**config.mk**
```make
export PLATFORM = sky130hd
export DESIGN_NAME = xor_checked_frame_receiver_flat
export DESIGN_NICKNAME = d
export VERILOG_FILES = /design/src/xcfr_pkg.sv /design/src/xcfr_in_if.sv /design/src/xcfr_out_if.sv /design/src/xcfr_store.sv /design/src/xcfr_seq.sv /design/src/xor_checked_frame_receiver.sv /design/src/flat_wrapper.sv
export SDC_FILE = /design/constraint.sdc
export NUM_CORES = 1
export LEC_CHECK = 0
export BUFFER_PORTS_ARGS = -buffer_cell sky130_fd_sc_hd__buf_4
export CAP_MARGIN = 20
export CORE_MARGIN = 8
export CORE_UTILIZATION = 35
export CTS_CLUSTER_DIAMETER = 40
export DETAILED_ROUTE_END_ITERATION = 8
export PLACE_DENSITY_LB_ADDON = 0.12
export REMOVE_ABC_BUFFERS = 1
export SETUP_SLACK_MARGIN = 0.4
export SLEW_MARGIN = 20
export SYNTH_ARGS = -nofsm -noshare
export SYNTH_HDL_FRONTEND = slang
export SYNTH_HIERARCHICAL = 1
export SYNTH_SLANG_ARGS = --single-unit
```
**constraint.sdc**
```tcl
create_clock -name clk -period 3.1 [get_ports clk]
set_input_delay 0.775 -clock clk [delete_from_list [all_inputs] [get_ports clk]]
set_output_delay 0.775 -clock clk [all_outputs]
set_load 0.05 [all_outputs]
```
**src/xcfr_pkg.sv**
```systemverilog
// Shared constants, types and codes for the XOR-checked frame receiver.
`default_nettype none

package xcfr_pkg;

  // Payload store depth and derived widths
  localparam int STORE_DEPTH = 16;
  localparam int ADDR_W      = $clog2(STORE_DEPTH);
  localparam int FILL_W      = $clog2(STORE_DEPTH + 1);

  // Fixed field widths
  localparam int BYTE_W      = 8;
  localparam int IDX_W       = 4;
  localparam int CFG_IDX_W   = 2;

  // Configuration register indexes
  localparam logic [CFG_IDX_W-1:0] CFG_START_BYTE   = 2'd0;
  localparam logic [CFG_IDX_W-1:0] CFG_END_BYTE     = 2'd1;
  localparam logic [CFG_IDX_W-1:0] CFG_CHECK_ENABLE = 2'd2;

  // Register reset values: '$' opens, '#' closes
  localparam logic [BYTE_W-1:0] START_BYTE_RST = 8'h24;
  localparam logic [BYTE_W-1:0] END_BYTE_RST   = 8'h23;

  typedef enum logic [1:0] {
    ST_OK       = 2'd0,
    ST_BAD_SUM  = 2'd1,
    ST_OVERFLOW = 2'd2,
    ST_NO_SUM   = 2'd3
  } status_t;

  typedef enum logic [2:0] {
    S_IDLE,
    S_CMD,
    S_DATA,
    S_FIN,
    S_FETCH,
    S_SHOW
  } state_t;

  // Sequencer to store: one write port, one registered read port
  typedef struct packed {
    logic              wr_en;
    logic [ADDR_W-1:0] wr_addr;
    logic [BYTE_W-1:0] wr_data;
    logic              rd_en;
    logic [ADDR_W-1:0] rd_addr;
  } store_req_t;

endpackage

`default_nettype wire

```
**src/xcfr_in_if.sv**
```systemverilog
// Receive byte channel: valid/ready with one byte per request.
`default_nettype none

interface xcfr_in_if;
  logic       valid;
  logic       ready;
  logic [7:0] rx_byte;

  modport source (output valid, output rx_byte, input ready);
  modport sink   (input valid, input rx_byte, output ready);
endinterface

`default_nettype wire

```
**src/xcfr_out_if.sv**
```systemverilog
// Result channel: valid/ready with one frame result per request.
`default_nettype none

interface xcfr_out_if;
  logic       valid;
  logic       ready;
  logic [1:0] status;
  logic [7:0] command;
  logic [7:0] data_byte;
  logic [3:0] byte_index;
  logic [3:0] payload_count;
  logic       last;

  modport source (output valid, output status, output command, output data_byte,
                  output byte_index, output payload_count, output last, input ready);
  modport sink   (input valid, input status, input command, input data_byte,
                  input byte_index, input payload_count, input last, output ready);
endinterface

`default_nettype wire

```
**src/xcfr_store.sv**
```systemverilog
// Payload byte store: one write port, one read port with registered data.
`default_nettype none

module xcfr_store (
  input  wire logic                      clk,
  input  wire xcfr_pkg::store_req_t      req,
  output logic [xcfr_pkg::BYTE_W-1:0]    rd_data
);
  import xcfr_pkg::*;

  logic [BYTE_W-1:0] mem [STORE_DEPTH];
  logic [BYTE_W-1:0] rd_data_r;

  always_ff @(posedge clk) begin
    if (req.wr_en) begin
      mem[req.wr_addr] <= req.wr_data;
    end
  end

  always_ff @(posedge clk) begin
    if (req.rd_en) begin
      rd_data_r <= mem[req.rd_addr];
    end
  end

  assign rd_data = rd_data_r;

endmodule

`default_nettype wire

```
**src/xcfr_seq.sv**
```systemverilog
// Frame parser and result sequencer: walks the store one entry per read.
`default_nettype none

module xcfr_seq (
  input  wire logic                      clk,
  input  wire logic                      rst_n,
  xcfr_in_if.sink                        in_if,
  xcfr_out_if.source                     out_if,
  input  wire logic [xcfr_pkg::BYTE_W-1:0] start_byte,
  input  wire logic [xcfr_pkg::BYTE_W-1:0] end_byte,
  input  wire logic                      check_enable,
  output xcfr_pkg::store_req_t           store_req,
  input  wire logic [xcfr_pkg::BYTE_W-1:0] rd_data
);
  import xcfr_pkg::*;

  state_t            state_r, state_nxt;
  logic [BYTE_W-1:0] cmd_r, cmd_nxt;
  logic [FILL_W-1:0] fill_r, fill_nxt;
  logic [BYTE_W-1:0] xor_r, xor_nxt;
  logic              ovf_r, ovf_nxt;
  logic [ADDR_W-1:0] idx_r, idx_nxt;

  logic              out_valid_r, out_valid_nxt;
  status_t           out_status_r, out_status_nxt;
  logic [BYTE_W-1:0] out_cmd_r, out_cmd_nxt;
  logic [BYTE_W-1:0] out_data_r, out_data_nxt;
  logic [IDX_W-1:0]  out_index_r, out_index_nxt;
  logic [IDX_W-1:0]  out_count_r, out_count_nxt;
  logic              out_last_r, out_last_nxt;

  logic              in_ready;
  logic              in_take;
  logic              out_free;
  logic              last_entry;
  logic [FILL_W-1:0] count;

  assign in_ready   = (state_r == S_IDLE) || (state_r == S_CMD) || (state_r == S_DATA);
  assign in_take    = in_if.valid && in_ready;
  assign out_free   = !out_valid_r || out_if.ready;
  assign count      = fill_r - FILL_W'(1);
  assign last_entry = (FILL_W'(idx_r) + FILL_W'(2)) == fill_r;

  always_ff @(posedge clk) begin
    if (!rst_n) begin
      state_r     <= S_IDLE;
      cmd_r       <= '0;
      fill_r      <= '0;
      xor_r       <= '0;
      ovf_r       <= 1'b0;
      idx_r       <= '0;
      out_valid_r <= 1'b0;
    end else begin
      state_r     <= state_nxt;
      cmd_r       <= cmd_nxt;
      fill_r      <= fill_nxt;
      xor_r       <= xor_nxt;
      ovf_r       <= ovf_nxt;
      idx_r       <= idx_nxt;
      out_valid_r <= out_valid_nxt;
    end
  end

  always_ff @(posedge clk) begin
    out_status_r <= out_status_nxt;
    out_cmd_r    <= out_cmd_nxt;
    out_data_r   <= out_data_nxt;
    out_index_r  <= out_index_nxt;
    out_count_r  <= out_count_nxt;
    out_last_r   <= out_last_nxt;
  end

  always_comb begin
    state_nxt      = state_r;
    cmd_nxt        = cmd_r;
    fill_nxt       = fill_r;
    xor_nxt        = xor_r;
    ovf_nxt        = ovf_r;
    idx_nxt        = idx_r;
    out_valid_nxt  = out_valid_r && !out_if.ready;
    out_status_nxt = out_status_r;
    out_cmd_nxt    = out_cmd_r;
    out_data_nxt   = out_data_r;
    out_index_nxt  = out_index_r;
    out_count_nxt  = out_count_r;
    out_last_nxt   = out_last_r;
    store_req      = '0;
    store_req.wr_addr = fill_r[ADDR_W-1:0];
    store_req.wr_data = in_if.rx_byte;
    store_req.rd_addr = idx_r;

    unique case (state_r)
      S_IDLE: begin
        if (in_take && (in_if.rx_byte == start_byte)) begin
          xor_nxt   = start_byte;
          state_nxt = S_CMD;
        end
      end
      S_CMD: begin
        if (in_take) begin
          cmd_nxt   = in_if.rx_byte;
          xor_nxt   = xor_r ^ in_if.rx_byte;
          state_nxt = S_DATA;
        end
      end
      S_DATA: begin
        if (in_take) begin
          if (in_if.rx_byte == end_byte) begin
            state_nxt = S_FIN;
          end else if (fill_r < FILL_W'(STORE_DEPTH)) begin
            store_req.wr_en = 1'b1;
            fill_nxt        = fill_r + FILL_W'(1);
            xor_nxt         = xor_r ^ in_if.rx_byte;
          end else begin
            ovf_nxt = 1'b1;
          end
        end
      end
      S_FIN: begin
        if (out_free) begin
          out_cmd_nxt   = cmd_r;
          out_data_nxt  = '0;
          out_index_nxt = '0;
          out_count_nxt = '0;
          out_last_nxt  = 1'b1;
          if (ovf_r) begin
            out_status_nxt = ST_OVERFLOW;
          end else if (fill_r == '0) begin
            out_status_nxt = ST_NO_SUM;
          end else if (check_enable && (xor_r != '0)) begin
            out_status_nxt = ST_BAD_SUM;
          end else begin
            out_status_nxt = ST_OK;
          end
          if (!ovf_r && (fill_r > FILL_W'(1)) && !(check_enable && (xor_r != '0))) begin
            // Non-empty good frame: stream payload from the store
            idx_nxt   = '0;
            state_nxt = S_FETCH;
          end else begin
            out_valid_nxt = 1'b1;
            fill_nxt      = '0;
            xor_nxt       = '0;
            ovf_nxt       = 1'b0;
            state_nxt     = S_IDLE;
          end
        end
      end
      S_FETCH: begin
        store_req.rd_en = 1'b1;
        state_nxt       = S_SHOW;
      end
      S_SHOW: begin
        if (out_free) begin
          out_valid_nxt  = 1'b1;
          out_status_nxt = ST_OK;
          out_cmd_nxt    = cmd_r;
          out_data_nxt   = rd_data;
          out_index_nxt  = IDX_W'(idx_r);
          out_count_nxt  = IDX_W'(count);
          out_last_nxt   = last_entry;
          if (last_entry) begin
            fill_nxt  = '0;
            xor_nxt   = '0;
            ovf_nxt   = 1'b0;
            state_nxt = S_IDLE;
          end else begin
            idx_nxt   = idx_r + ADDR_W'(1);
            state_nxt = S_FETCH;
          end
        end
      end
      default: begin
        state_nxt = S_IDLE;
      end
    endcase
  end

  assign in_if.ready          = in_ready;
  assign out_if.valid         = out_valid_r;
  assign out_if.status        = out_status_r;
  assign out_if.command       = out_cmd_r;
  assign out_if.data_byte     = out_data_r;
  assign out_if.byte_index    = out_index_r;
  assign out_if.payload_count = out_count_r;
  assign out_if.last          = out_last_r;

  a_fill_bound: assert property (@(posedge clk) disable iff (!rst_n)
    fill_r <= FILL_W'(STORE_DEPTH))
    else $error("fill count beyond store depth");

  a_ovf_full: assert property (@(posedge clk) disable iff (!rst_n)
    ovf_r |-> (fill_r == FILL_W'(STORE_DEPTH)))
    else $error("overflow flagged with store not full");

  a_idle_clean: assert property (@(posedge clk) disable iff (!rst_n)
    (state_r == S_IDLE) |-> ((fill_r == '0) && !ovf_r))
    else $error("frame state not cleared in idle");

  a_fetch_show: assert property (@(posedge clk) disable iff (!rst_n)
    (state_r == S_FETCH) |=> (state_r == S_SHOW))
    else $error("store read not followed by result load");

  a_show_hold: assert property (@(posedge clk) disable iff (!rst_n)
    ((state_r == S_SHOW) && out_valid_r && !out_if.ready) |=> (state_r == S_SHOW))
    else $error("payload result dropped while output stalled");

endmodule

`default_nettype wire

```
**src/xor_checked_frame_receiver.sv**
```systemverilog
// Top level of the XOR-checked frame receiver: config registers, parser, store.
`default_nettype none

// Frames arrive as: start, command, payload..., checksum, end. The checksum
// is the XOR of start, command and payload; with check_enable set, a frame
// whose bytes including the checksum do not XOR to zero is rejected.
// in_if: one received byte per request. While a frame is being received
//   (idle, command and data phases) every byte is taken in the cycle it shows.
// out_if: one result per payload byte with status ok, or one error / empty
//   result; last marks the final result of a frame.
// Timing: once the end byte is taken, S_FIN waits for the output register to be
//   free and decides the outcome; a single result is loaded into it directly.
//   Payload results alternate a store read (S_FETCH) with an output register
//   load (S_SHOW); in_ready is low from the end byte until the last is loaded.
// A result waiting in the output register does not block new bytes; only the
//   next frame's end handling waits for the output register to empty.
// A stalled receiver holds the current result and pauses the payload walk.
// cfg_we/cfg_index/cfg_wdata write start_byte, end_byte and check_enable;
//   write only while no frame is in flight. Unknown indexes are ignored.
// Reset (rst_n low, synchronous) restores '$', '#', check on, idle; the
//   store needs no clearing since only entries written in a frame are read.
module xor_checked_frame_receiver (
  input  wire logic                          clk,
  input  wire logic                          rst_n,
  xcfr_in_if.sink                            in_if,
  xcfr_out_if.source                         out_if,
  input  wire logic                          cfg_we,
  input  wire logic [xcfr_pkg::CFG_IDX_W-1:0] cfg_index,
  input  wire logic [xcfr_pkg::BYTE_W-1:0]   cfg_wdata
);
  import xcfr_pkg::*;

  logic [BYTE_W-1:0] start_byte_r;
  logic [BYTE_W-1:0] end_byte_r;
  logic              check_enable_r;
  store_req_t        store_req;
  logic [BYTE_W-1:0] rd_data;

  // Configuration registers
  always_ff @(posedge clk) begin
    if (!rst_n) begin
      start_byte_r   <= START_BYTE_RST;
      end_byte_r     <= END_BYTE_RST;
      check_enable_r <= 1'b1;
    end else if (cfg_we) begin
      unique case (cfg_index)
        CFG_START_BYTE:   start_byte_r   <= cfg_wdata;
        CFG_END_BYTE:     end_byte_r     <= cfg_wdata;
        CFG_CHECK_ENABLE: check_enable_r <= cfg_wdata[0];
        default: ;
      endcase
    end
  end

  // Parser, checksum and result sequencer
  xcfr_seq u_seq (
    .clk          (clk),
    .rst_n        (rst_n),
    .in_if        (in_if),
    .out_if       (out_if),
    .start_byte   (start_byte_r),
    .end_byte     (end_byte_r),
    .check_enable (check_enable_r),
    .store_req    (store_req),
    .rd_data      (rd_data)
  );

  // Payload byte store
  xcfr_store u_store (
    .clk     (clk),
    .req     (store_req),
    .rd_data (rd_data)
  );

endmodule

`default_nettype wire

```
**src/flat_wrapper.sv**
```systemverilog
// flat-port wrapper written by rule: the top's interface ports become plain ports
module xor_checked_frame_receiver_flat import xcfr_pkg::*;
  (clk, rst_n, cfg_we, cfg_index, cfg_wdata, in_if_valid, in_if_rx_byte, in_if_ready, out_if_valid, out_if_status, out_if_command, out_if_data_byte, out_if_byte_index, out_if_payload_count, out_if_last, out_if_ready);
  xcfr_in_if in_if_i ();
  xcfr_out_if out_if_i ();
  input  wire logic clk;
  input  wire logic rst_n;
  input  wire logic cfg_we;
  input  wire logic [xcfr_pkg::CFG_IDX_W-1:0] cfg_index;
  input  wire logic [xcfr_pkg::BYTE_W-1:0] cfg_wdata;
  input wire logic [$bits(in_if_i.valid)-1:0] in_if_valid;
  input wire logic [$bits(in_if_i.rx_byte)-1:0] in_if_rx_byte;
  output wire logic [$bits(in_if_i.ready)-1:0] in_if_ready;
  output wire logic [$bits(out_if_i.valid)-1:0] out_if_valid;
  output wire logic [$bits(out_if_i.status)-1:0] out_if_status;
  output wire logic [$bits(out_if_i.command)-1:0] out_if_command;
  output wire logic [$bits(out_if_i.data_byte)-1:0] out_if_data_byte;
  output wire logic [$bits(out_if_i.byte_index)-1:0] out_if_byte_index;
  output wire logic [$bits(out_if_i.payload_count)-1:0] out_if_payload_count;
  output wire logic [$bits(out_if_i.last)-1:0] out_if_last;
  input wire logic [$bits(out_if_i.ready)-1:0] out_if_ready;
  assign in_if_i.valid = in_if_valid;
  assign in_if_i.rx_byte = in_if_rx_byte;
  assign in_if_ready = in_if_i.ready;
  assign out_if_valid = out_if_i.valid;
  assign out_if_status = out_if_i.status;
  assign out_if_command = out_if_i.command;
  assign out_if_data_byte = out_if_i.data_byte;
  assign out_if_byte_index = out_if_i.byte_index;
  assign out_if_payload_count = out_if_i.payload_count;
  assign out_if_last = out_if_i.last;
  assign out_if_i.ready = out_if_ready;
  xor_checked_frame_receiver u_core (.clk(clk), .rst_n(rst_n), .in_if(in_if_i), .out_if(out_if_i), .cfg_we(cfg_we), .cfg_index(cfg_index), .cfg_wdata(cfg_wdata));
endmodule
```
# [After elaboration in Yosys (flattened, before gate mapping)]
# Memory sizes are Yosys's and may differ from the RTL's. A register that Yosys moved wholly into a read port is not among the register bits.
# Cells that the tools add are included.
[word_totals] n_memories=1 latch_bits=0 wordCells=147 register_bits=74 romBits=0 ram_bits=128 output_inout_bits=29
[op_classes] magnitude_cmp=2 addsub=4 n_eq_ne=23 n_bitwise=1 n_mux=68 mul=0 n_shift=0 n_reduce_logical=32 div=0
[memory_table] memory="u_core.u_store.mem" words=16 width=8 rd=1 rd_ports_with_merged_regs=1 write_ports=1 line_no="xcfr_store.sv:11" text="logic [BYTE_W-1:0] mem [STORE_DEPTH];"
[op_table] operator="two-way mux 8 bit" n=11
[op_table] operator="case mux 8 bit (5 select lines)" n=1
[op_table] operator="two-way mux 5 bit" n=7
[op_table] operator="two-way mux 4 bit" n=7
[op_table] operator="two-way mux 3 bit" n=8
[op_table] operator="case mux 4 bit (2 select lines)" n=3
[op_table] operator="two-way mux 1 bit" n=20
[op_table] operator="inequality test 2 bit (second input constant)" n=10
[op_table] operator="case mux 3 bit (6 select lines)" n=1
[op_table] operator="== test 8 bit" n=2
[op_table] operator="case mux 8 bit (2 select lines)" n=1
[op_table] operator="AND reduction 8 bit" n=2
[op_table] operator="case mux 5 bit (3 select lines)" n=1
[op_table] operator="AND reduction 10 bit" n=1
[op_table] operator="AND reduction 2 bit" n=5
[op_table] operator="two-way mux 2 bit" n=4
[op_table] operator="nonzero test 8 bit" n=1
[op_table] operator="XOR 8 bit" n=1
[op_table] operator="== test 3 x 2 -> 1 bit (second input constant)" n=2
[op_table] operator="== test 3 bit (second input constant)" n=2
[op_table] operator="logical AND 1 bit" n=6
[op_table] operator="inequality test 2 x 1 -> 1 bit (second input constant)" n=3
[op_table] operator="AND reduction 6 bit" n=1
[op_table] operator="adder 4 x 2 -> 5 bit (second input constant)" n=1
[op_table] operator="23 further kinds" n=29

# [Depth between registers and ports, before layout]
# Gate-level depths: netlist of the first run.
[logic_depth] ltp_word=8 mapped_depth=10

# [Modules after synthesis]
# Netlist of the first run, hierarchy kept.
[modules_own_cells] module="xcfr_store" area_each_um2=5227.5 cells_per_inst=229 n_inst=1 seq_area_each_um2=4083.9
[modules_own_cells] module="xcfr_seq" area_each_um2=3263.1 cells_per_inst=314 n_inst=1 seq_area_each_um2=1411.4
[modules_own_cells] module="xor_checked_frame_receiver" area_each_um2=699.4 cells_per_inst=71 n_inst=1 seq_area_each_um2=340.3

# [Worst setup path before layout of the first run]
# OpenSTA, ideal clock, no wires.
[synth_timing] path_kind="register to register" startpoint="register, netlist name u_core/u_seq/idx_r[1]" endpoint="memory u_core.u_store.mem[0][0] (enable)" path_buffers=0 t_required_ns=2.717 setup_slack_ns=-0.276 period_less_slack_ns=3.376 arrival_time_ns=2.992 path_stages_with_launch=10 cell_sequence="dfxtp_1 > ha_1 > xnor2_1 > nand3_1 > o21ai_2 > o31ai_4 > a211oi_4 > and2_1 > or3b_2 > nor3_1"
[synth_lines] element="end: declaration" line_no="xcfr_store.sv:11"

==> results of run 1 <==
==> per-stage QoR <==
| stage | cell area [um2] | instances | hold slack, ns | TNS (ns) | power (mW) |
|---|---|---|---|---|---|
| floorplan | 8890 | 568 | 0.408 | -80.15 | 3.80 |
| finish | 11100 | 1056 | 0.432 | 0 | 7.37 |
| global route | 11100 | 1056 | 0.439 | 0 | 7.65 |
| CTS | 11100 | 1055 | 0.431 | 0 | 7.44 |
| detailed placement | 10000 | 998 | 0.421 | -13.45 | 4.10 |
| global placement | 10000 | 998 | 0.412 | -10.39 | 4.09 |
==> registers in the layout (all words and copies together), names as in the netlist <==
| name | cells |
|---|---|
| u_core/end_byte_r | 8 |
| u_core/u_seq/ovf_r | 1 |
| u_core/u_seq/xor_r | 8 |
| u_core/u_seq/out_if.command | 8 |
| u_core/u_seq/idx_r | 4 |
| u_core/u_seq/state_r | 3 |
| u_core/u_seq/cmd_r | 8 |
| u_core/u_seq/out_if.data_byte | 8 |
| u_core/u_seq/fill_r | 5 |
| u_core/u_store/rd_data | 8 |
| u_core/start_byte_r | 8 |
| u_core/u_seq/out_if.status | 2 |
| u_core/u_seq/out_if.last | 1 |
| u_core/u_seq/out_if.byte_index | 4 |
| u_core/u_seq/out_if.valid | 1 |
| u_core/check_enable_r | 1 |
| u_core/u_seq/out_if.payload_count | 4 |
| u_core/u_store/mem | 128 |
==> worst max-delay path: cells and delay by family (launching register included) <==
| kind | cells | cell delay [ns] |
|---|---|---|
| AOI/OAI and AO/OA | 3 | 0.49 |
| and+or+nand+nor | 4 | 0.92 |
| DFF | 1 | 0.38 |
| xor gates and xnor gates | 1 | 0.14 |
| buffers and inverters | 1 | 0.16 |
| adders and majority gates | 1 | 0.23 |
==> final cells by class <==
| class | instances | area [um2] | share of cell area |
|---|---|---|---|
| timing repair buffer | 97 | 743 | 0.0667 |
| inverter | 7 | 26.3 | 0.00236 |
| multi-input combinational | 351 | 3120 | 0.280 |
| clock buffer | 33 | 762 | 0.0684 |
| tap | 335 | 419 | 0.0376 |
| sequential | 210 | 5840 | 0.524 |
| clock inverter | 23 | 235 | 0.0211 |
==> cells in the mapped netlist, types with 14 or more instances <==
cell and count:
buf_4 14, a22oi_1 21, xor2_1 22, mux4_2 18, dfxtp_1 47, edfxtp_1 163, mux2i_1 30, mux4_1 14
nand2_1 44, a21oi_1 16, nor2_1 43, and2_1 14, buf_2 14
==> worst paths after layout <==
path                            cells after the start                   from  slack, ns                              to
worst max-delay path                               10  u_core/u_seq/idx_r[1]       0.47        u_core/u_store/mem[2][4]
worst min-delay path                                0  u_core/u_seq/cmd_r[0]       0.43  u_core/u_seq/out_if.command[0]
worst max register to register                     10  u_core/u_seq/idx_r[1]       0.47        u_core/u_store/mem[2][4]
worst min register to register                      0  u_core/u_seq/cmd_r[0]       0.43  u_core/u_seq/out_if.command[0]
==> repair_timing <==
action / CTS / global route
resized for setup: 12 / 14
buffers inserted: 1 / 1
setup endpoints to repair: 113 / 86
pin swaps: 5 / 4
==> cell families (layout without fill, tap and decap cells) <==
logic type | Yosys count | after routing | synth area share
mux | 62 | 62 | 0.117
compound gates | 88 | 88 | 0.0775
simple gates | 163 | 163 | 0.0952
fa+ha+maj | 6 | 6 | 0.00817
buf+inv | 53 | 160 | 0.0354
xor+xnor | 32 | 32 | 0.0320
flops | 210 | 210 | 0.635
==> power by group <==
part           total [mW]  internal, mW  switching, mW
logic               0.839         0.352          0.486
registers            3.22          3.13         0.0829
clock network        3.32          2.05           1.26
==> per-layer routing <==
layer	vias up	track usage	part of all wire
li1	2526	-	-
met1	2690	0.187	0.46
met2	131	0.232	0.48
met3	30	0.0235	0.049
met4	0	0.0382	0.015
met5	-	0	0
==> flow_metrics.py, run 1 <==
metrics = {
    "status": {
        "outcome": "finished clean",
    },
    "global_route": {
        "overflow": 0,
        "grt_pass1_wl_um": 33900,
        "antenna_found_initial": 0,
        "grt_max_degree": 43,
        "grt.total_usage": 0.140,
        "grt_pass1_vias": 5632,
    },
    "run": {
        "maxCapViolCount": 0,
    },
    "finish": {
        "layout_commonest_cell": "edfxtp_1",
        "finish.utilization": 0.430,
        "area_growth_pct": 21.2,
        "final_cell_mix": "edfxtp_1 (163), buf_4 (93), dfxtp_1 (45), nand2_1 (44), nor2_1 (34)",
        "final_nets": 726,
        "drive_gt1_frac": 0.283,
        "n_fill_cell": 2343,
        "diodes": 0,
    },
    "timing": {
        "hold_viol": 0,
        "timing.final.crit_share": 0.849,
        "setup_viol": 0,
        "worstMarginPinSlew_ns": 0.820,
        "post-route-min-period_ns": 2.63,
        "finalMaxSlewViolations": 0,
        "fmax_mhz": 380,
        "clock_skew_ns": 0.0195,
        "rsz0062_at_grt": "true",
        "worst_slack_ns": 0.468,
        "relSlewSlack": 0.449,
    },
    "logic_synthesis": {
        "synth_area_mm2": 0.00919,
        "yosys_warnings": 6,
        "synth_edf_count": 163,
        "synth.distinct_cells": 77,
        "ys_dominant_reg_cell": "edfxtp_1",
        "synth_seq_cells": 210,
        "synthTopCellsByArea": "edfxtp_1 (53%), dfxtp_1 (10%), mux4_2 (4.4%), mux4_1 (4.0%), mux2i_1 (3.3%)",
        "synth_top_area_frac": 0.533,
        "synth_area_leader_cell": "edfxtp_1",
        "synthArstFlopShare": 0,
        "syn_inst": 614,
        "ys_seq_area_frac": 0.635,
        "syn-mean-instance-area_um2": 15.0,
    },
    "clock_tree": {
        "clkLatencyLatePin_ns": 0.55,
        "clock-root-buffer": "clkbuf_16",
        "clock-sinks": 210,
        "htree_levels": 1,
        "cts_made_buffers": 30,
        "cts_buffer_depth": 3,
        "cts_tree": "built",
        "clkTransAtPathRegs_ns": 0.05,
        "cts-hold-fix-buffers": 0,
    },
    "power": {
        "vdd_drop_max_mv": 0.393,
        "p_leak_nw": 3.80,
        "power.density_mw_per_mm2": 662,
    },
    "drt": {
        "antenna_left": 0,
        "num_vias": 5377,
        "wire_per_inst_um": 20.8,
        "viasPerCell": 5.09,
        "post-route-drc-count": 0,
        "drtPass1Iterations": 4,
        "drt_iter0_drc": 395,
        "routed_wl_um": 21900,
    },
    "placement": {
        "place_congestion": 0.796,
        "io_buffers": 51,
        "dp_hpwl_um": 15000,
        "post-place-ws_ns": -0.212,
    },
    "floorplan": {
        "fp.dieH_um": 178,
        "die_w_um": 178,
        "row_count": 59,
        "num_io_pins": 52,
        "coreArea_mm2": 0.0259,
        "start_util": 0.355,
        "die-area_mm2": 0.0317,
    },
    "worst_setup_path": {
        "criticalPathCategory": "reg2reg",
        "worstPathMaxFanout": 8,
        "critPathRequiredTime_ns": 3.34,
        "start_kind": "register",
        "path_cells": "ha_4 > xnor2_2 > nand3_2 > o21ai_4 > o31ai_4 > a211oi_4 > and2_4 > or3b_4 > nor2_1 > buf_6",
        "crit_path_max_incr_delay_ns": 0.42,
        "crit_arrival_ns": 2.87,
        "slowest_stage": "or3b_4",
        "critPathCaptureType": "register",
    },
    "hold_path": {
        "min_path_type": "reg2reg",
    },
}
No activity file was read; power rests on OpenSTA's default activity.
==> inputs of run 2 (changes only) <==
clock period = 2.19 ns   (was 3.1 ns; I/O delays follow)
==> flow_metrics.py, run 2 (synthesis results as in run 1) <==
metrics = {
    "finish": {
        "final_cell_mix": "edfxtp_1 (163), buf_4 (132), nand2_1 (43), dfxtp_1 (36), clkbuf_16 (35)",
        "largest_reg_flops": 128,
        "fin_cells": 1143,
        "finish.utilization": 0.484,
        "layout_commonest_cell": "edfxtp_1",
        "largest-register": "u_core/u_store/mem",
        "area_growth_pct": 36.5,
        "drive_gt1_frac": 0.458,
        "diodes": 0,
        "final_nets": 813,
    },
    "clock_tree": {
        "clkLatencyLatePin_ns": 0.49,
        "clkTransAtPathRegs_ns": 0.05,
        "cts_made_buffers": 34,
        "htree_levels": 2,
        "cts_buffer_depth": 3,
        "clock-root-buffer": "clkbuf_16",
        "cts_tree": "built",
        "clock-sinks": 210,
    },
    "placement": {
        "place_congestion": 0.804,
        "io_buffers": 51,
        "dp_hpwl_um": 15500,
        "placed_cells": 1040,
        "post-place-ws_ns": -0.804,
    },
    "drt": {
        "antenna_left": 0,
        "routed_wl_um": 24500,
        "drt_iter0_drc": 368,
        "drtPass1Iterations": 5,
        "post-route-drc-count": 0,
        "num_vias": 5877,
        "wire_per_inst_um": 21.4,
        "viasPerCell": 5.14,
    },
    "worst_setup_path": {
        "critPathCaptureType": "register",
        "cp_top_family": "simple AND/OR/NAND/NOR gates",
        "crit_arrival_ns": 2.79,
        "worstPathMaxFanout": 8,
        "crit_buf_inv": 3,
        "path_cells": "or4_4 > o21ai_4 > nand2_2 > o31ai_4 > a211oi_4 > and2_4 > buf_4 > nand3b_1 > buf_4 > nor2_4 > buf_12",
        "criticalPathCategory": "reg2reg",
        "slowest_stage": "or4_4",
        "crit_path_max_incr_delay_ns": 0.54,
        "start_kind": "register",
        "cp_common_cell": "buf_4",
        "critPathRequiredTime_ns": 2.43,
    },
    "status": {
        "failed_checks": "negative setup slack",
        "outcome": "finished, violations left",
    },
    "power": {
        "pwr-share-clk": 0.452,
        "p_leak_nw": 4.41,
        "vdd_drop_max_mv": 0.470,
        "combPwrFrac": 0.160,
        "swShare": 0.244,
        "p_sw_mw": 2.84,
        "power_mw": 11.6,
        "pwr-share-seq": 0.388,
        "power.density_mw_per_mm2": 928,
        "internal_power_mw": 8.81,
    },
    "floorplan": {
        "fp.dieH_um": 178,
        "row_count": 59,
        "coreArea_mm2": 0.0259,
        "num_io_pins": 52,
        "start_util": 0.355,
        "die-area_mm2": 0.0317,
        "die_w_um": 178,
    },
    "timing": {
        "clock_skew_ns": 0.0194,
        "finalMaxSlewViolations": 0,
        "post-route-min-period_ns": 2.55,
        "relSlewSlack": 0.451,
        "rsz0062_at_grt": "true",
        "setup_viol": 128,
        "worst_slack_ns": -0.362,
        "timing.final.crit_share": 1.17,
        "fmax_mhz": 392,
        "worstMarginPinSlew_ns": 0.821,
        "hold_viol": 0,
    },
    "global_route": {
        "grt_max_degree": 36,
        "grt_pass1_vias": 6185,
        "grt_pass1_wl_um": 36400,
        "antenna_found_initial": 0,
        "grt.total_usage": 0.152,
        "overflow": 0,
    },
    "run": {
        "maxCapViolCount": 0,
    },
    "hold_path": {
        "min_path_type": "in2reg",
    },
}
==> run 2: changes by cell type in the layout (fill, tap and decap cells not counted), sizes merged <==
cell    change
buf        +82
clkinv      -1
bufinv      +1
o221a       +1
clkbuf      +8
inv         -4
==> run 2: per-stage QoR <==
stage	hold WS [ns]	setup TNS (ns)	area, um2
2_1_floorplan	0.408	-217.21	8890
3_3_place_gp	0.417	-95.47	10400
3_5_place_dp	0.420	-95.96	10400
4_1_cts	0.311	-32.53	12200
5_1_grt	0.317	-50.89	12500
6_report	0.333	-36.41	12500
==> run 2: power groups by stage <==
| stage | sequential, mW | combinational, mW | clock, mW |
|---|---|---|---|
| floorplan | 4.67 | 0.704 | 0 |
| global placement | 4.59 | 1.42 | 0 |
| detailed placement | 4.59 | 1.45 | 0 |
| CTS | 4.52 | 1.64 | 5.38 |
| global route | 4.54 | 1.97 | 5.56 |
| finish | 4.52 | 1.86 | 5.26 |
==> run 2: final timing paths <==
path / start / end / cells after the start / slack (ns)
setup / recovery: u_core/u_seq/xor_r[5] / u_core/u_store/mem[5][3] / 11 / -0.36
hold / removal: cfg_wdata[0] / u_core/start_byte_r[0] / 3 / 0.33
setup reg to reg: u_core/u_seq/xor_r[5] / u_core/u_store/mem[5][3] / 11 / -0.36
hold reg to reg: u_core/u_seq/cmd_r[6] / u_core/u_seq/out_if.command[6] / 0 / 0.43
==> run 2: metal layers <==
metal	wire, um	share of wire	global-route usage
met5	0	0	0
met2	11600	0.47	0.248
met1	10500	0.43	0.199
met4	603	0.025	0.0511
met3	1770	0.072	0.0330
==> run 2: area by class of cell <==
cell class	count	area [um2]
clock buffer	41	908
timing repair buffer	179	1660
sequential	210	5860
clock inverter	19	226
fill	2229	13400
multi-input combinational	352	3440
inverter	7	26.3
tap	335	419
==> run 2: tightest hold or removal path, stage by stage <==
cell	delay [ns]
buf_4	0.12
nand2_1	0.05
mux2i_1	0.05
==> run 2: timing repair <==
item                       in CTS  in global routing
setup endpoints to repair     162                185
hold buffers                    0                  0
pin swaps                      30                 35
buffers inserted               29                  9
cloned                          3                  2
resized for setup             110                 66
==> inputs of run 3 (changes only) <==
REMOVE_ABC_BUFFERS = unset   (was 1)
clock period = 2.68 ns   (was 2.19 ns; I/O delays follow)
==> flow_metrics.py, run 3 (synthesis results as in run 1) <==
metrics = {
    "clock_tree": {
        "clkTransAtPathRegs_ns": 0.06,
        "htree_levels": 1,
        "clock-root-buffer": "clkbuf_16",
        "cts_buffer_depth": 3,
        "cts_tree": "built",
        "clkLatencyLatePin_ns": 0.54,
        "clock-sinks": 210,
        "cts_made_buffers": 31,
    },
    "finish": {
        "diodes": 0,
        "layout_commonest_cell": "edfxtp_1",
        "largest_reg_flops": 128,
        "multi_input_area_mm2": 0.00327,
        "final_cell_mix": "edfxtp_1 (163), buf_4 (110), nand2_1 (42), dfxtp_1 (40)",
        "area_growth_pct": 26.9,
        "postLayoutCellArea_mm2": 0.0117,
        "n_fill_cell": 2264,
        "final_nets": 754,
        "regArea_mm2": 0.00585,
        "drive_gt1_frac": 0.348,
        "largest-register": "u_core/u_store/mem",
    },
    "timing": {
        "relSlewSlack": 0.580,
        "worst_slack_ns": 0.127,
        "post-route-min-period_ns": 2.55,
        "rsz0062_at_grt": "true",
        "worstMarginPinSlew_ns": 0.629,
        "clock_skew_ns": 0.0169,
        "fmax_mhz": 392,
        "finalMaxSlewViolations": 0,
        "setup_viol": 0,
        "timing.final.crit_share": 0.953,
        "hold_viol": 0,
    },
    "worst_setup_path": {
        "worstPathMaxFanout": 8,
        "crit_arrival_ns": 2.81,
        "critPathCaptureType": "register",
        "start_kind": "register",
        "critPathRequiredTime_ns": 2.93,
        "criticalPathCategory": "reg2reg",
    },
    "global_route": {
        "grt_pass1_vias": 5636,
        "overflow": 0,
        "antenna_found_initial": 0,
        "grt.total_usage": 0.142,
        "grt_pass1_wl_um": 34500,
        "grt_max_degree": 38,
    },
    "power": {
        "power_mw": 8.94,
        "combPwrFrac": 0.125,
        "p_sw_mw": 2.33,
        "p_leak_nw": 4.01,
        "pwr-share-seq": 0.416,
        "internal_power_mw": 6.60,
        "pwr-share-clk": 0.458,
        "vdd_drop_max_mv": 0.441,
        "swShare": 0.261,
        "power.density_mw_per_mm2": 767,
    },
    "floorplan": {
        "die_w_um": 178,
        "start_util": 0.355,
        "die-area_mm2": 0.0317,
        "coreArea_mm2": 0.0259,
        "num_io_pins": 52,
        "row_count": 59,
        "fp.dieH_um": 178,
    },
    "placement": {
        "dp_hpwl_um": 15100,
        "dpl_cell_area_mm2": 0.0103,
        "io_buffers": 51,
        "post-place-ws_ns": -0.213,
        "place_congestion": 0.795,
    },
    "drt": {
        "wire_per_inst_um": 20.8,
        "routed_wl_um": 22500,
        "post-route-drc-count": 0,
        "num_vias": 5583,
        "antenna_left": 0,
        "drtPass1Iterations": 4,
        "drt_iter0_drc": 409,
        "viasPerCell": 5.15,
    },
    "run": {
        "maxCapViolCount": 0,
    },
    "hold_path": {
        "min_path_type": "in2reg",
    },
    "logic_synthesis": {
        "syn_nets": 643,
    },
    "status": {
        "outcome": "finished clean",
    },
}
[run 3: cell types whose count changed in the layout (fill, tap and decap cells not counted), sizes merged]
cell and delta:
clkbuf -9, inv +7, buf -55, bufinv -1
clkinv -2, clkinvlp +2, o221a -1
[run 3: routing by layer]
layer  up-vias  GRT usage  share of wire
li1       2592          -              -
met1      2833      0.196           0.46
met2       123      0.226           0.47
met3        35     0.0243          0.044
met4         0     0.0403          0.021
met5         -          0              0
[run 3: final timing paths]
| check | from | end | slack [ns] | cells past startpoint |
|---|---|---|---|---|
| worst max-delay path | u_core/u_seq/idx_r[1] | u_core/u_store/mem[0][3] | 0.13 | 10 |
| worst min-delay path | cfg_wdata[5] | u_core/start_byte_r[5] | 0.42 | 3 |
| worst max register to register | u_core/u_seq/idx_r[1] | u_core/u_store/mem[0][3] | 0.13 | 10 |
| worst min register to register | u_core/u_seq/cmd_r[2] | u_core/u_seq/out_if.command[2] | 0.44 | 0 |
[run 3: worst max-delay path, cell delays in order, from the launching register on]
cell and delay (ns):
dfxtp_4 0.35, ha_4 0.24, xnor2_2 0.14, nand3_2 0.12
o21ai_4 0.18, o31ai_4 0.11, a211oi_4 0.17, and2_4 0.19
or3b_4 0.45, nor3_4 0.17, buf_12 0.15
[run 3: final cells by class]
| type | instances | share of cell area |
|---|---|---|
| clock buffer | 32 | 0.0669 |
| clock inverter | 25 | 0.0250 |
| inverter | 7 | 0.00225 |
| multi-input combinational | 351 | 0.280 |
| sequential | 210 | 0.501 |
| tap | 335 | 0.0359 |
| timing repair buffer | 124 | 0.0881 |
[run 3: timing repair]
action | in CTS | in global routing
setup endpoints to repair | 136 | 137
pin swaps | 11 | 9
setup buffers | 13 | 5
gates resized for setup | 20 | 12
hold buffers | 0 | 0
[run 3: through the flow]
step	hold slack [ns]	TNS (ns)	instances	utilization
floorplan	0.408	-4.73	614	-
global placement	0.415	-5.25	1009	0.396
detailed placement	0.415	-12.50	1009	0.396
CTS	0.391	0	1079	0.446
global route	0.410	0	1084	0.450
finish	0.416	0	1084	0.450
[run 3: power by group through the flow]
stage	registers [mW]	logic [mW]	clock network [mW]
final	3.72	1.12	4.10
after global routing	3.73	1.22	4.32
after CTS	3.72	1.09	4.18
after detailed placement	3.78	1.02	0
after global placement	3.78	1.01	0
after floorplan	3.78	0.698	0
